==> config.mk <==
export PLATFORM = sky130hd
export DESIGN_NAME = ordered_value_list_engine_core
export DESIGN_NICKNAME = d
export VERILOG_FILES = /design/src/design/ovle_pkg.sv /design/src/design/ovle_cell.sv /design/src/design/ordered_value_list_engine_core.sv
export SDC_FILE = /design/constraint.sdc
export NUM_CORES = 1
export LEC_CHECK = 0
export BUFFER_PORTS_ARGS = -buffer_cell sky130_fd_sc_hd__buf_4
export CORE_MARGIN = 2
export CORE_UTILIZATION = 54
export CTS_CLUSTER_DIAMETER = 120
export CTS_CLUSTER_SIZE = 12
export DETAILED_ROUTE_END_ITERATION = 6
export GPL_TIMING_DRIVEN = 0
export HOLD_SLACK_MARGIN = 0.15
export PLACE_DENSITY = 0.7
export SYNTH_ARGS = -nofsm -noshare
export SYNTH_HDL_FRONTEND = slang
export SYNTH_SLANG_ARGS = --single-unit
==> constraint.sdc <==
create_clock -name clk_i -period 11 [get_ports clk_i]
set_clock_uncertainty 0.05 [all_clocks]
set_input_delay 0.55 -clock clk_i [delete_from_list [all_inputs] [get_ports clk_i]]
set_output_delay 0.55 -clock clk_i [all_outputs]
set_load 0.01 [all_outputs]
==> src/design/ovle_pkg.sv <==
// Shared types and constants for the ordered value list engine.
package ovle_pkg;

  localparam int unsigned ValueW    = 32;
  localparam int unsigned CountOutW = 5;

  typedef enum logic [1:0] {
    OP_APPEND = 2'd0,
    OP_DELETE = 2'd1,
    OP_SEARCH = 2'd2,
    OP_UPDATE = 2'd3
  } op_e;

  typedef enum logic [1:0] {
    STS_DONE      = 2'd0,
    STS_NOT_FOUND = 2'd1,
    STS_FULL      = 2'd2
  } status_e;

  typedef enum logic {
    S_IDLE  = 1'b0,
    S_APPLY = 1'b1
  } state_e;

  typedef struct packed {
    op_e                       op;
    logic signed [ValueW-1:0]  key;
    logic signed [ValueW-1:0]  new_value;
  } req_t;

  typedef struct packed {
    logic                  found;
    status_e               status;
    logic [CountOutW-1:0]  entry_count;
  } rsp_t;

  // Control that the sequencer broadcasts to every cell of the row.
  typedef struct packed {
    logic                 capture;
    logic                 apply;
    logic                 full;
    op_e                  op;
    logic [ValueW-1:0]    key;
    logic [ValueW-1:0]    new_value;
  } cmd_t;

endpackage

==> src/design/ovle_cell.sv <==
// One list position: holds a single entry and its match flag for the current transaction.
module ovle_cell (
  input  logic                         clk_i,
  input  logic                         rst_ni,
  input  ovle_pkg::cmd_t               cmd_i,
  input  logic                         valid_i,
  input  logic                         tail_i,
  input  logic [ovle_pkg::ValueW-1:0]  next_entry_i,
  input  logic                         before_i,
  output logic                         before_o,
  output logic [ovle_pkg::ValueW-1:0]  entry_o
);

  logic [ovle_pkg::ValueW-1:0] entry_q, entry_d;
  logic                        match_q, match_d;
  logic                        found;

  // An earlier match anywhere in the row reaches this cell through before_i.
  assign before_o = before_i | match_q;
  assign found    = before_o;
  assign entry_o  = entry_q;

  always_comb begin
    match_d = match_q;
    entry_d = entry_q;
    if (cmd_i.capture) begin
      match_d = valid_i && (entry_q == cmd_i.key);
    end
    if (cmd_i.apply) begin
      unique case (cmd_i.op)
        ovle_pkg::OP_APPEND: begin
          if (tail_i && !cmd_i.full) begin
            entry_d = cmd_i.key;
          end
        end
        ovle_pkg::OP_DELETE: begin
          // Every position from the first match onwards takes its right neighbour.
          if (found) begin
            entry_d = next_entry_i;
          end
        end
        ovle_pkg::OP_UPDATE: begin
          if (match_q && !before_i) begin
            entry_d = cmd_i.new_value;
          end
        end
        ovle_pkg::OP_SEARCH: begin
          entry_d = entry_q;
        end
        default: begin
          entry_d = entry_q;
        end
      endcase
    end
  end

  always_ff @(posedge clk_i or negedge rst_ni) begin
    if (!rst_ni) begin
      match_q <= 1'b0;
    end else begin
      match_q <= match_d;
    end
  end

  always_ff @(posedge clk_i) begin
    entry_q <= entry_d;
  end

endmodule

==> src/design/ordered_value_list_engine_core.sv <==
// Top level of the ordered value list engine: sequencer, entry count and the row of cells.
//
// The engine keeps up to CAPACITY signed 32-bit values in order of arrival and serves one
// transaction at a time: append at the tail, delete the oldest entry equal to the key, search
// for the key, or replace the oldest entry equal to the key with new_value. A transaction is
// taken at a rising edge where start_i is high and busy_o is low. In the cycle of acceptance
// each cell compares its entry with the key, and in the following cycle the row of cells
// resolves the oldest match through a neighbour-to-neighbour chain and applies the change. The
// result appears on result_o in the cycle after that, marked by done_o for exactly one cycle,
// and result_o holds it until the next result; busy_o is already low then, so a new transaction
// can be started in the same cycle as the previous result is shown, but not while busy_o is
// high. The receiver cannot stall results, and none are held back. A full list drops an append
// and reports it in the status; entry_count carries the low five bits of the count held after
// the transaction.
module ordered_value_list_engine_core #(
  parameter int unsigned CAPACITY = 16
) (
  input  logic            clk_i,
  input  logic            rst_ni,
  input  logic            start_i,
  input  ovle_pkg::req_t  req_i,
  output logic            busy_o,
  output logic            done_o,
  output ovle_pkg::rsp_t  result_o
);

  localparam int unsigned CountW = $clog2(CAPACITY + 1);

  ovle_pkg::state_e state_q, state_d;
  ovle_pkg::req_t   req_q;
  logic [CountW-1:0] count_q, count_d;
  logic             done_q;
  ovle_pkg::rsp_t   rsp_q, rsp_d;
  logic             accept;
  logic             full;
  logic             found;
  ovle_pkg::cmd_t   cmd;

  logic [ovle_pkg::ValueW-1:0] entry [CAPACITY];
  logic [CAPACITY:0]           match_chain;
  logic [CountW+ovle_pkg::CountOutW-1:0] count_ext;

  assign busy_o = (state_q == ovle_pkg::S_APPLY);
  assign accept = start_i && !busy_o;
  assign full   = (count_q == CountW'(CAPACITY));

  // The compare runs on the incoming key; the update runs on the registered transaction.
  always_comb begin
    cmd.capture   = accept;
    cmd.apply     = busy_o;
    cmd.full      = full;
    cmd.op        = req_q.op;
    cmd.key       = busy_o ? req_q.key : req_i.key;
    cmd.new_value = req_q.new_value;
  end

  // The row of cells; the match chain enters at the oldest position.
  assign match_chain[0] = 1'b0;

  for (genvar i = 0; i < CAPACITY; i++) begin : g_cell
    logic [ovle_pkg::ValueW-1:0] next_entry;

    if (i == CAPACITY - 1) begin : g_last
      assign next_entry = entry[i];
    end else begin : g_inner
      assign next_entry = entry[i+1];
    end

    ovle_cell u_cell (
      .clk_i        (clk_i),
      .rst_ni       (rst_ni),
      .cmd_i        (cmd),
      .valid_i      (CountW'(i) < count_q),
      .tail_i       (CountW'(i) == count_q),
      .next_entry_i (next_entry),
      .before_i     (match_chain[i]),
      .before_o     (match_chain[i+1]),
      .entry_o      (entry[i])
    );
  end

  assign found = match_chain[CAPACITY];

  // Sequencer, count update and result formation.
  always_comb begin
    state_d = state_q;
    count_d = count_q;
    rsp_d   = rsp_q;
    unique case (state_q)
      ovle_pkg::S_IDLE: begin
        if (accept) begin
          state_d = ovle_pkg::S_APPLY;
        end
      end
      ovle_pkg::S_APPLY: begin
        state_d      = ovle_pkg::S_IDLE;
        rsp_d.found  = 1'b0;
        rsp_d.status = ovle_pkg::STS_DONE;
        if (req_q.op == ovle_pkg::OP_APPEND) begin
          if (full) begin
            rsp_d.status = ovle_pkg::STS_FULL;
          end else begin
            count_d = count_q + CountW'(1);
          end
        end else if (found) begin
          rsp_d.found = 1'b1;
          if (req_q.op == ovle_pkg::OP_DELETE) begin
            count_d = count_q - CountW'(1);
          end
        end else begin
          rsp_d.status = ovle_pkg::STS_NOT_FOUND;
        end
        rsp_d.entry_count = count_ext[ovle_pkg::CountOutW-1:0];
      end
      default: begin
        state_d = ovle_pkg::S_IDLE;
      end
    endcase
  end

  assign count_ext = {{ovle_pkg::CountOutW{1'b0}}, count_d};

  always_ff @(posedge clk_i or negedge rst_ni) begin
    if (!rst_ni) begin
      state_q <= ovle_pkg::S_IDLE;
      count_q <= '0;
      done_q  <= 1'b0;
    end else begin
      state_q <= state_d;
      count_q <= count_d;
      done_q  <= (state_q == ovle_pkg::S_APPLY);
    end
  end

  always_ff @(posedge clk_i) begin
    if (accept) begin
      req_q <= req_i;
    end
    rsp_q <= rsp_d;
  end

  assign done_o   = done_q;
  assign result_o = rsp_q;

  // The count never leaves the range of the list.
  a_count_range: assert property (@(posedge clk_i) disable iff (!rst_ni)
    count_q <= CountW'(CAPACITY))
    else $error("entry count exceeds capacity");

  // Every update cycle is followed by exactly one result.
  a_result_follows: assert property (@(posedge clk_i) disable iff (!rst_ni)
    busy_o |=> done_o)
    else $error("update cycle without result");

  // A result is only shown after an update cycle.
  a_no_spurious: assert property (@(posedge clk_i) disable iff (!rst_ni)
    done_o |-> $past(busy_o))
    else $error("result without a transaction");

  // A dropped append leaves the list full.
  a_full_drop: assert property (@(posedge clk_i) disable iff (!rst_ni)
    (done_o && result_o.status == ovle_pkg::STS_FULL) |-> full)
    else $error("append dropped while list not full");

  // A match always reports completion.
  a_found_done: assert property (@(posedge clk_i) disable iff (!rst_ni)
    (done_o && result_o.found) |-> result_o.status == ovle_pkg::STS_DONE)
    else $error("match reported with error status");

endmodule
After elaboration in Yosys (flattened, before gate mapping)
Cells that the tools add are included. Widths: inputs -> output; s select.

Register bits: 609. Bits of input ports: 69. Word-level logic and storage cells: 318.

Bitwise logic cells: 18. Reductions and logical operators: 84. Equal/unequal tests: 82. Multiplexer cells: 75. $add $sub $neg: 2. Order comparisons: 16.

Operators by type and width (count): $mux 32 (48); $pmux 32 s3 (15); $eq 32x32->1 (16); $ne 2x1->1 const B (47); $reduce_and 5->1 (15); $pmux 32 s2 (1); $logic_and 1x1->1 (48); $eq 4x5->1 const A (8); $lt 4x5->1 const A (8); $mux 5 (5); $eq 3x5->1 const A (4); $lt 3x5->1 const A (4); $logic_not 1->1 (17); $or 1x1->1 (15); $eq 2x5->1 const A (2); $lt 1x5->1 const A (2); $lt 2x5->1 const A (2); $add 5x1->5 const B (1); $eq 1x5->1 const A (1); $eq 5x5->1 const B (1); $logic_not 5->1 (1); $sub 5x1->5 const B (1); $eq 2x2->1 const B (2); $mux 2 (2); other kinds (7) (11).

Logic depth before layout (Yosys ltp)
Gate-level depths: netlist (run 1).

Depth after elaboration: 18. Mapped depth: 9. Gate-level depth less buffers: 6.

By module
Synthesis (run 1) repeated with hierarchy kept, for this count alone.

Cells, all modules: 3265. Area, all modules: 35864.4 um^2.

Modules (own cells, without submodules): ovle_cell at g_cell[0].u_cell ... (times used 15, area an instance 2033.2 um^2, cells an instance 191, seq. area each 985.9 um^2); ordered_value_list_engine_core (times used 1, area an instance 3326.9 um^2, cells an instance 208, seq. area each 2397.3 um^2); ovle_cell at g_cell[9].u_cell (times used 1, area an instance 2039.5 um^2, cells an instance 192, seq. area each 985.9 um^2).

Worst setup path after synthesis (run 1)
No wires, ideal clock.

Path kind: flip-flop to flip-flop. From: register g_cell[1].u_cell.match_q. To: register g_cell[14].u_cell.entry_q (netlist bit g_cell[14].u_cell.entry_o[0]), enable pin. Stages on the path, launching flop included: 7. Setup time: 0.461 ns. Path slack: 6.318 ns. Arrival: 4.171 ns. Path through: dfrtp_1 or4_1 buf_2 or4b_4 nor3_1 a21oi_1 nor3_1.

Cells in the longest elaborated chain, start to end: 17. Elaborated cells on any way between the ends: 19. Those cells by class: eq/ne (2); bitwise (14); reduce/logical (3).

RTL lines: start: declaration (line ovle_cell.sv:15) `logic match_q, match_d;`; start signal: assignment (line ovle_cell.sv:61) `match_q <= match_d;`; $or 1x1->1 (*) (13 in a row) (line ovle_cell.sv:19) `assign before_o = before_i | match_q;`; $logic_not 1->1 (line ovle_cell.sv:43) `if (match_q && !before_i) begin`; $logic_and 1x1->1 (line ovle_cell.sv:43); $ne 2x1->1 (no source line); $reduce_and 5->1 (no source line) (*); end signal: assignment (line ovle_cell.sv:66) `entry_q <= entry_d;`; end: declaration (line ovle_cell.sv:14) `logic [ovle_pkg::ValueW-1:0] entry_q, entry_d;`.

Mark *: on every way between the ends. The rest lies on a longest branch, timed or not. A chain may end at the register's enable or synchronous reset.

Worst setup path after layout (run 1)
From: register req_q (netlist bit cmd[65]). To: register g_cell[3].u_cell.entry_q (netlist bit g_cell[3].u_cell.entry_o[17]) (data pin).

Cells in the longest elaborated chain, start to end: 2. Elaborated cells on any way between the ends: 4. Those cells by class: eq/ne (2); mux (1); reduce/logical (1).

RTL lines: start: declaration (line ordered_value_list_engine_core.sv:30) `ovle_pkg::req_t req_q;`; start signal: assignment (line ordered_value_list_engine_core.sv:137) `req_q <= req_i;`; $eq 2x2->1, or another cell as far along (line ovle_cell.sv:30) `unique case (cmd_i.op)`; $pmux 32 s3 (*) (line ovle_cell.sv:30); end signal: assignment (line ovle_cell.sv:66); end: declaration (line ovle_cell.sv:14).

Marked as above.

==> summary.txt, run 1 <==
STA
  • Worst Slack Setup Final: 6.52 ns
  • Slew Viols, Final: 0
  • Final setup violating endpoints: 0
  • Least-Margin Pin Slew: 1.32 ns
  • Period utilization: 0.407
  • Max_slew headroom: 0.123
  • Final Critical Period: 4.48 ns
  • Setup tns final: 0 ns
  • Final Hold Fails: 0
  • RSZ-0062 raised after global routing: false
  • Max frequency: 223 MHz

Critical path
  • CP Max Fanout: 10
  • Req. time, crit path: 11.33 ns
  • Critical path class: flip-flop to flip-flop
  • Crit path DAT: roughly 4.8 ns
  • Reg-to-reg slack, setup: 6.52 ns
  • FF-to-FF Start: cmd[65]$_DFFE_PP_
  • Worst reg2reg path depth: 9
  • CP endpoint: g_cell[3].u_cell.entry_o[17]$_DFFE_PP_
  • Crit start category: flip-flop
  • CP endpoint kind: flip-flop
  • Worst r2r dst: g_cell[3].u_cell.entry_o[17]$_DFFE_PP_
  • Crit path from: cmd[65]$_DFFE_PP_

Route
  • Final WL: 107 mm
  • DR vias: 20.9k
  • Vias per inst: 6.41
  • Avg WL per Cell: approximately 33 um
  • # DRC: 0
  • DRT Pass-1 Iters: 6
  • DRT iter0 DRCs: 2855
  • Post-route ant nets: 0

Place
  • IO Port Bufs: between 70 and 80
  • Post-placement cell count: 3122
  • GP Congestion: 1.06
  • Dpl ws: 6.49 ns
  • Post-DP HPWL: around 84 mm
  • Placed Area: 32500 um^2

Pwr
  • Cell area power density: ~170 nW/um^2
  • Final Total Pwr: around 5.8 mW
  • Max rail drop VDD: 143 uV
  • Leak: 13.9 nW

Clock network
  • H-tree Lvls: 2
  • Worst skew pair latency: 0.65 ns
  • Clock Tree Buf Depth: 3
  • CTS tree: yes
  • Clock transition at path regs: 0.07 ns
  • Cts bufs inserted: 56
  • Clock root buffer master: clkbuf_16
  • TritonCTS sink count: 609
  • Setup bufs post-CTS: 0

Floorplan
  • Number of cell rows: 87
  • Initial Util: 0.544
  • Die Y: 242 um
  • Io pins: 79
  • Die Wd: between 200 and 250 um
  • Core footprint: 56100 um^2
  • Die area: 58400 um^2

Yosys
  • Yosys warns: 0
  • Syn nets: 2340
  • Yosys top cell by area: edfxtp_1
  • Async S/R FF share, synth: 0.0378
  • #FFs+latches synth: between 600 and 700
  • Yosys top cell area share: 0.577
  • Sequential fraction of the synthesis area: 0.596
  • Top post-synthesis cells by count: 586 x edfxtp_1, 480 x a21o_1, 293 x xor2_1
  • EDFF count, synth: 586
  • Synth cell types: 48
  • Primary FF master, synth: edfxtp_1
  • Cell with the most instances after synthesis: edfxtp_1
  • Area contributors post-synth: edfxtp_1 58%, a21o_1 12%, xor2_1 8.4%
  • Cells after Synth: 2262
  • Mapped Area: 30500 um^2
  • Syn avg cell area: between 10 and 15 um^2

Finish
  • Nets: about 2.6k
  • Share of cells above drive strength 1: 0.102
  • # diodes: 0
  • Design area: between 30000 and 40000 um^2
  • Layout area overhead: 13.7%
  • FILL cells: 4360
  • Fin cells: ~3.3k

GRT
  • GRT Residual Overflow: 0
  • Initial antenna violation count: 0
  • First-pass GRT wire length: 148 mm
  • Vias in the first global route: 20.5k
  • Largest net degree at the start of global routing: 45
  • GRT Resource Usage Total: 0.363

Run status
  • Outcome: complete, no violations

Min path
  • Worst Hold Launch: req_i[53]
  • Hold/Removal Path Class: input pin to flip-flop

Run
  • Max-cap violations: 0
-- metal layers --
layer | part of all wire | vias up | track usage
li1 | - | 8814 | -
met1 | 0.37 | 10400 | 0.463
met2 | 0.45 | 1392 | 0.568
met3 | 0.092 | 308 | 0.0495
met4 | 0.089 | 0 | 0.275
met5 | 0 | - | 0
-- cell families (layout without fill, tap and decap cells) --
group | Yosys count | count (layout) | synth area share
flops | 609 | 609 | 0.596
xor+xnor | 512 | 512 | 0.147
simple gates | 280 | 280 | 0.0516
fa+ha+maj | 9 | 9 | 0.00369
buf+inv | 191 | 441 | 0.0260
compound gates | 596 | 596 | 0.141
mux | 65 | 65 | 0.0345
-- worst min path at each step --
stage	to	slack [ns]	depth (start not counted)
6_report	req_q[53]$_DFFE_PP_	0.22	1
3_5_place_dp	busy_o$_DFF_PN0_	0.49	1
2_1_floorplan	busy_o$_DFF_PN0_	0.20	0
3_3_place_gp	busy_o$_DFF_PN0_	0.49	1
4_1_cts	req_q[53]$_DFFE_PP_	0.19	1
5_1_grt	req_q[53]$_DFFE_PP_	0.20	1
-- layout by cell type, fill, tap and decap left out, types with 57 or more instances in the layout --
cell / count
xor2_1: 293
nand4_1: 86
clkbuf_16: 57
nor4_1: 67
a21o_1: 480
edfxtp_1: 586
dlygate4sd3_1: 66
xnor2_1: 219
buf_4: 86
clkbuf_1: 131
-- state kept, by name, summed over array words and instances, names as in the netlist --
signal                 count
busy_o                     1
cmd                       34
count_q                    5
done_o                     1
g_cell.u_cell.entry_o    512
g_cell.u_cell.match_q     16
req_q                     32
result_o                   8
-- what timing repair did --
| item | in CTS | in global routing |
|---|---|---|
| hold buffers | 66 | 0 |
| setup endpoints to repair | 0 | 0 |
| resized for setup | 0 | 0 |
| hold endpoints to repair | 88 | 0 |
-- cell type report --
| class | instances | area, um^2 | area share |
|---|---|---|---|
| sequential | 609 | 18200 | 0.524 |
| multi-input combinational | 1462 | 11700 | 0.336 |
| timing repair buffer | 170 | 1560 | 0.0451 |
| clock buffer | 77 | 1500 | 0.0433 |
| tap | 756 | 946 | 0.0273 |
| buffer | 149 | 634 | 0.0183 |
| inverter | 42 | 160 | 0.00462 |
| clock inverter | 3 | 22.5 | 0.000650 |
-- power breakdown --
part | internal (mW) | switching (mW)
clock network | 0.936 | 0.871
logic | 0.378 | 0.772
registers | 2.72 | 0.0772
-- worst max-delay path, stage by stage (launching register included) --
cell      delay [ns]
edfxtp_1        0.42
inv_1           0.10
ha_1            0.14
clkbuf_1        0.78
or2_2           0.24
clkbuf_1        0.29
clkbuf_1        0.80
o21ai_1         0.58
clkbuf_1        0.51
a21o_1          0.29
-- metrics by stage --
step / utilization / hold WS [ns]
global route: 0.618 / 0.201
global placement: 0.571 / 0.493
floorplan: - / 0.204
finish: 0.618 / 0.216
CTS: 0.618 / 0.191
detailed placement: 0.579 / 0.489
Note: power is estimated with default switching activity, not from simulation.
==> run 2: changes to the inputs <==
--- a/config.mk
+++ b/config.mk
@@ -5,6 +5,7 @@
 export SDC_FILE = /design/constraint.sdc
 export NUM_CORES = 1
 export LEC_CHECK = 0
+export ABC_AREA = 1
 export BUFFER_PORTS_ARGS = -buffer_cell sky130_fd_sc_hd__buf_4
 export CORE_MARGIN = 2
 export CORE_UTILIZATION = 54
==> constraint.sdc (replaced) <==
create_clock -name clk_i -period 4.5 [get_ports clk_i]
set_clock_uncertainty 0.05 [all_clocks]
set_input_delay 0.225 -clock clk_i [delete_from_list [all_inputs] [get_ports clk_i]]
set_output_delay 0.225 -clock clk_i [all_outputs]
set_load 0.01 [all_outputs]
==> summary.txt, run 2 <==
Route
  • Avg WL per Cell: 33.3 um
  • Vias per inst: between 6 and 7
  • DR vias: 26.7k
  • Routed wl met3: 18.6 mm
  • # DRC: 3
  • Post-route ant nets: 0
  • DRT iter0 DRCs: ~4.6k
  • WL met1: 46.8 mm
  • DRT Pass-1 Iters: 7
  • Max Used Layer: met5
  • Routed length on met2: 58.5 mm
  • Final WL: 136 mm

Place
  • IO Port Bufs: 78
  • Placed Area: 32900 um^2
  • Post-DP HPWL: 105 mm
  • GP Congestion: 1.14

GRT
  • Vias in the first global route: 25.0k
  • Initial antenna violation count: 4
  • First-pass GRT wire length: 184 mm
  • Largest net degree at the start of global routing: 43
  • GRT Resource Usage Total: 0.455
  • GRT Residual Overflow: 0

Floorplan
  • Die area: 59100 um^2
  • Die Y: approximately 240 um
  • Core footprint: 56500 um^2
  • Initial Util: 0.546
  • Io pins: 79
  • Number of cell rows: 87
  • Die Wd: 243 um

Yosys
  • Syn avg cell area: around 10 um^2
  • Cells after Synth: between 3k and 4k
  • Area contributors post-synth: edfxtp_1 57%, nand2_1 8.2%, xor2_1 6.4%
  • Synth cell types: between 50 and 60
  • Yosys top cell area share: 0.570
  • Syn nets: 3154
  • Async S/R FF share, synth: 0.0378
  • Top post-synthesis cells by count: 676 x nand2_1, 586 x edfxtp_1, 392 x inv_1
  • #FFs+latches synth: 609
  • Primary FF master, synth: edfxtp_1
  • Mapped Area: 30900 um^2
  • Sequential fraction of the synthesis area: 0.589
  • Cell with the most instances after synthesis: nand2_1
  • EDFF count, synth: 586
  • Yosys warns: 0
  • Yosys top cell by area: edfxtp_1

Pwr
  • Leak: 14.0 nW
  • Max rail drop VDD: 306 uV
  • Cell area power density: approximately 400 nW/um^2

STA
  • Final Hold Fails: 0
  • Worst hold margin: 0.253 ns
  • Least-Margin Pin Slew: 1.54 ns
  • Slew Viols, Final: 9
  • RSZ-0062 raised after global routing: true
  • Max_slew headroom: -0.0346
  • Worst Slack Setup Final: -0.382 ns
  • Final setup violating endpoints: 125
  • Period utilization: 1.08
  • Final Critical Period: slightly below 5 ns
  • Max frequency: about 200 MHz

Critical path
  • Crit path DAT: between 5 and 6 ns
  • Req. time, crit path: 4.82 ns
  • CP Max Fanout: 10
  • Critical path class: flip-flop to flip-flop
  • CP endpoint kind: flip-flop
  • Crit start category: flip-flop

Finish
  • Layout area overhead: 14.0%
  • FILL cells: between 4k and 5k
  • Nets: roughly 3.4k
  • Share of cells above drive strength 1: 0.0918
  • Number of flip-flops in the largest register: 512
  • Storage cell area: 18200 um^2
  • Design area: 35200 um^2
  • Commonest non-fill, non-tap cell in the layout: nand2_1
  • Most frequent cells in the layout: 676 x nand2_1, 586 x edfxtp_1, 392 x inv_1
  • Area of the multi-input gates: 10500 um^2

Clock network
  • Setup bufs post-CTS: 0
  • Clock transition at path regs: 0.06 ns
  • CTS tree: yes
  • Clock Tree Buf Depth: 3
  • Clock root buffer master: clkbuf_16
  • H-tree Lvls: 2
  • TritonCTS sink count: between 600 and 700
  • Worst skew pair latency: 0.64 ns
  • Cts bufs inserted: 56

Run status
  • Failing checks: design-rule violations, max-capacitance violations, max-slew violations, negative setup slack
  • Outcome: finished with violations

Run
  • Max-cap violations: 4

Min path
  • Hold/Removal Path Class: input pin to flip-flop
==> run 2: power breakdown <==
group          switching [mW]  internal, mW
clock                    2.18          2.30
sequential              0.166          6.65
combinational            2.17         0.715
==> run 2: logic make-up after synthesis <==
group | count (synthesis) | synth area share
AOI/OAI and AO/OA | 647 | 0.124
xor gates and xnor gates | 260 | 0.0738
adders and majority gates | 9 | 0.00365
buffers and inverters | 573 | 0.0760
DFF | 609 | 0.589
and+or+nand+nor | 978 | 0.134
==> run 2: worst max-delay path, stage by stage, from the launching register on <==
cell and delay [ns]:
edfxtp_1 0.39, ha_1 0.17, clkbuf_1 0.81, nor2_1 0.46
clkbuf_1 0.72, a21boi_0 1.36, buf_2 0.52, nand2_1 0.11
==> run 2: per-layer routing <==
layer,GRT usage,up-vias
li1,-,11000
met5,0,-
met3,0.121,455
met4,0.347,2
met2,0.677,2282
met1,0.569,12900
==> run 2: what timing repair did <==
item                                   CTS  global route
setup endpoints to repair               10            38
gates cloned                             0             0
endpoints found under the hold margin   94             0
resized for setup                        3             4
hold buffers                            70             0
==> run 2: final cells by class <==
type | count | share of cell area
sequential | 609 | 0.517
clock buffer | 79 | 0.0429
buffer | 168 | 0.0236
tap | 756 | 0.0269
clock inverter | 3 | 0.000640
inverter | 405 | 0.0432
timing repair buffer | 177 | 0.0476
multi-input combinational | 1894 | 0.298
antenna | 3 | 0.000213
==> run 2: metrics by stage <==
step / power (mW) / worst slack, ns / util / setup TNS (ns) / cells
after floorplan: 8.30 / 0.0688 / - / 0 / 3076
after global placement: 9.48 / -2.96 / 0.574 / -821.14 / 3910
after detailed placement: 9.57 / -0.0848 / 0.583 / -0.377 / 3939
after CTS: 13.9 / 0.0178 / 0.623 / 0 / 4091
after global routing: 14.4 / -0.0662 / 0.623 / -0.642 / 4091
final: 14.2 / -0.382 / 0.623 / -13.20 / 4094
==> run 2: worst paths after layout <==
| check | from | to | slack (ns) | cells after the start |
|---|---|---|---|---|
| worst max-delay path | cmd[65]$_DFFE_PP_ | g_cell[7].u_cell.entry_o[28]$_DFFE_PP_ | -0.38 | 7 |
| worst min-delay path | req_i[27] | cmd[27]$_DFFE_PP_ | 0.25 | 2 |
| worst max register to register | cmd[65]$_DFFE_PP_ | g_cell[7].u_cell.entry_o[28]$_DFFE_PP_ | -0.38 | 7 |
| worst min register to register | g_cell[4].u_cell.match_q$_DFFE_PN0P_ | g_cell[4].u_cell.match_q$_DFFE_PN0P_ | 0.48 | 2 |
| max in group asynchronous | rst_ni | g_cell[10].u_cell.match_q$_DFFE_PN0P_ | 3.68 | 4 |
| min in group asynchronous | rst_ni | count_q[0]$_DFF_PN0_ | 0.56 | 4 |
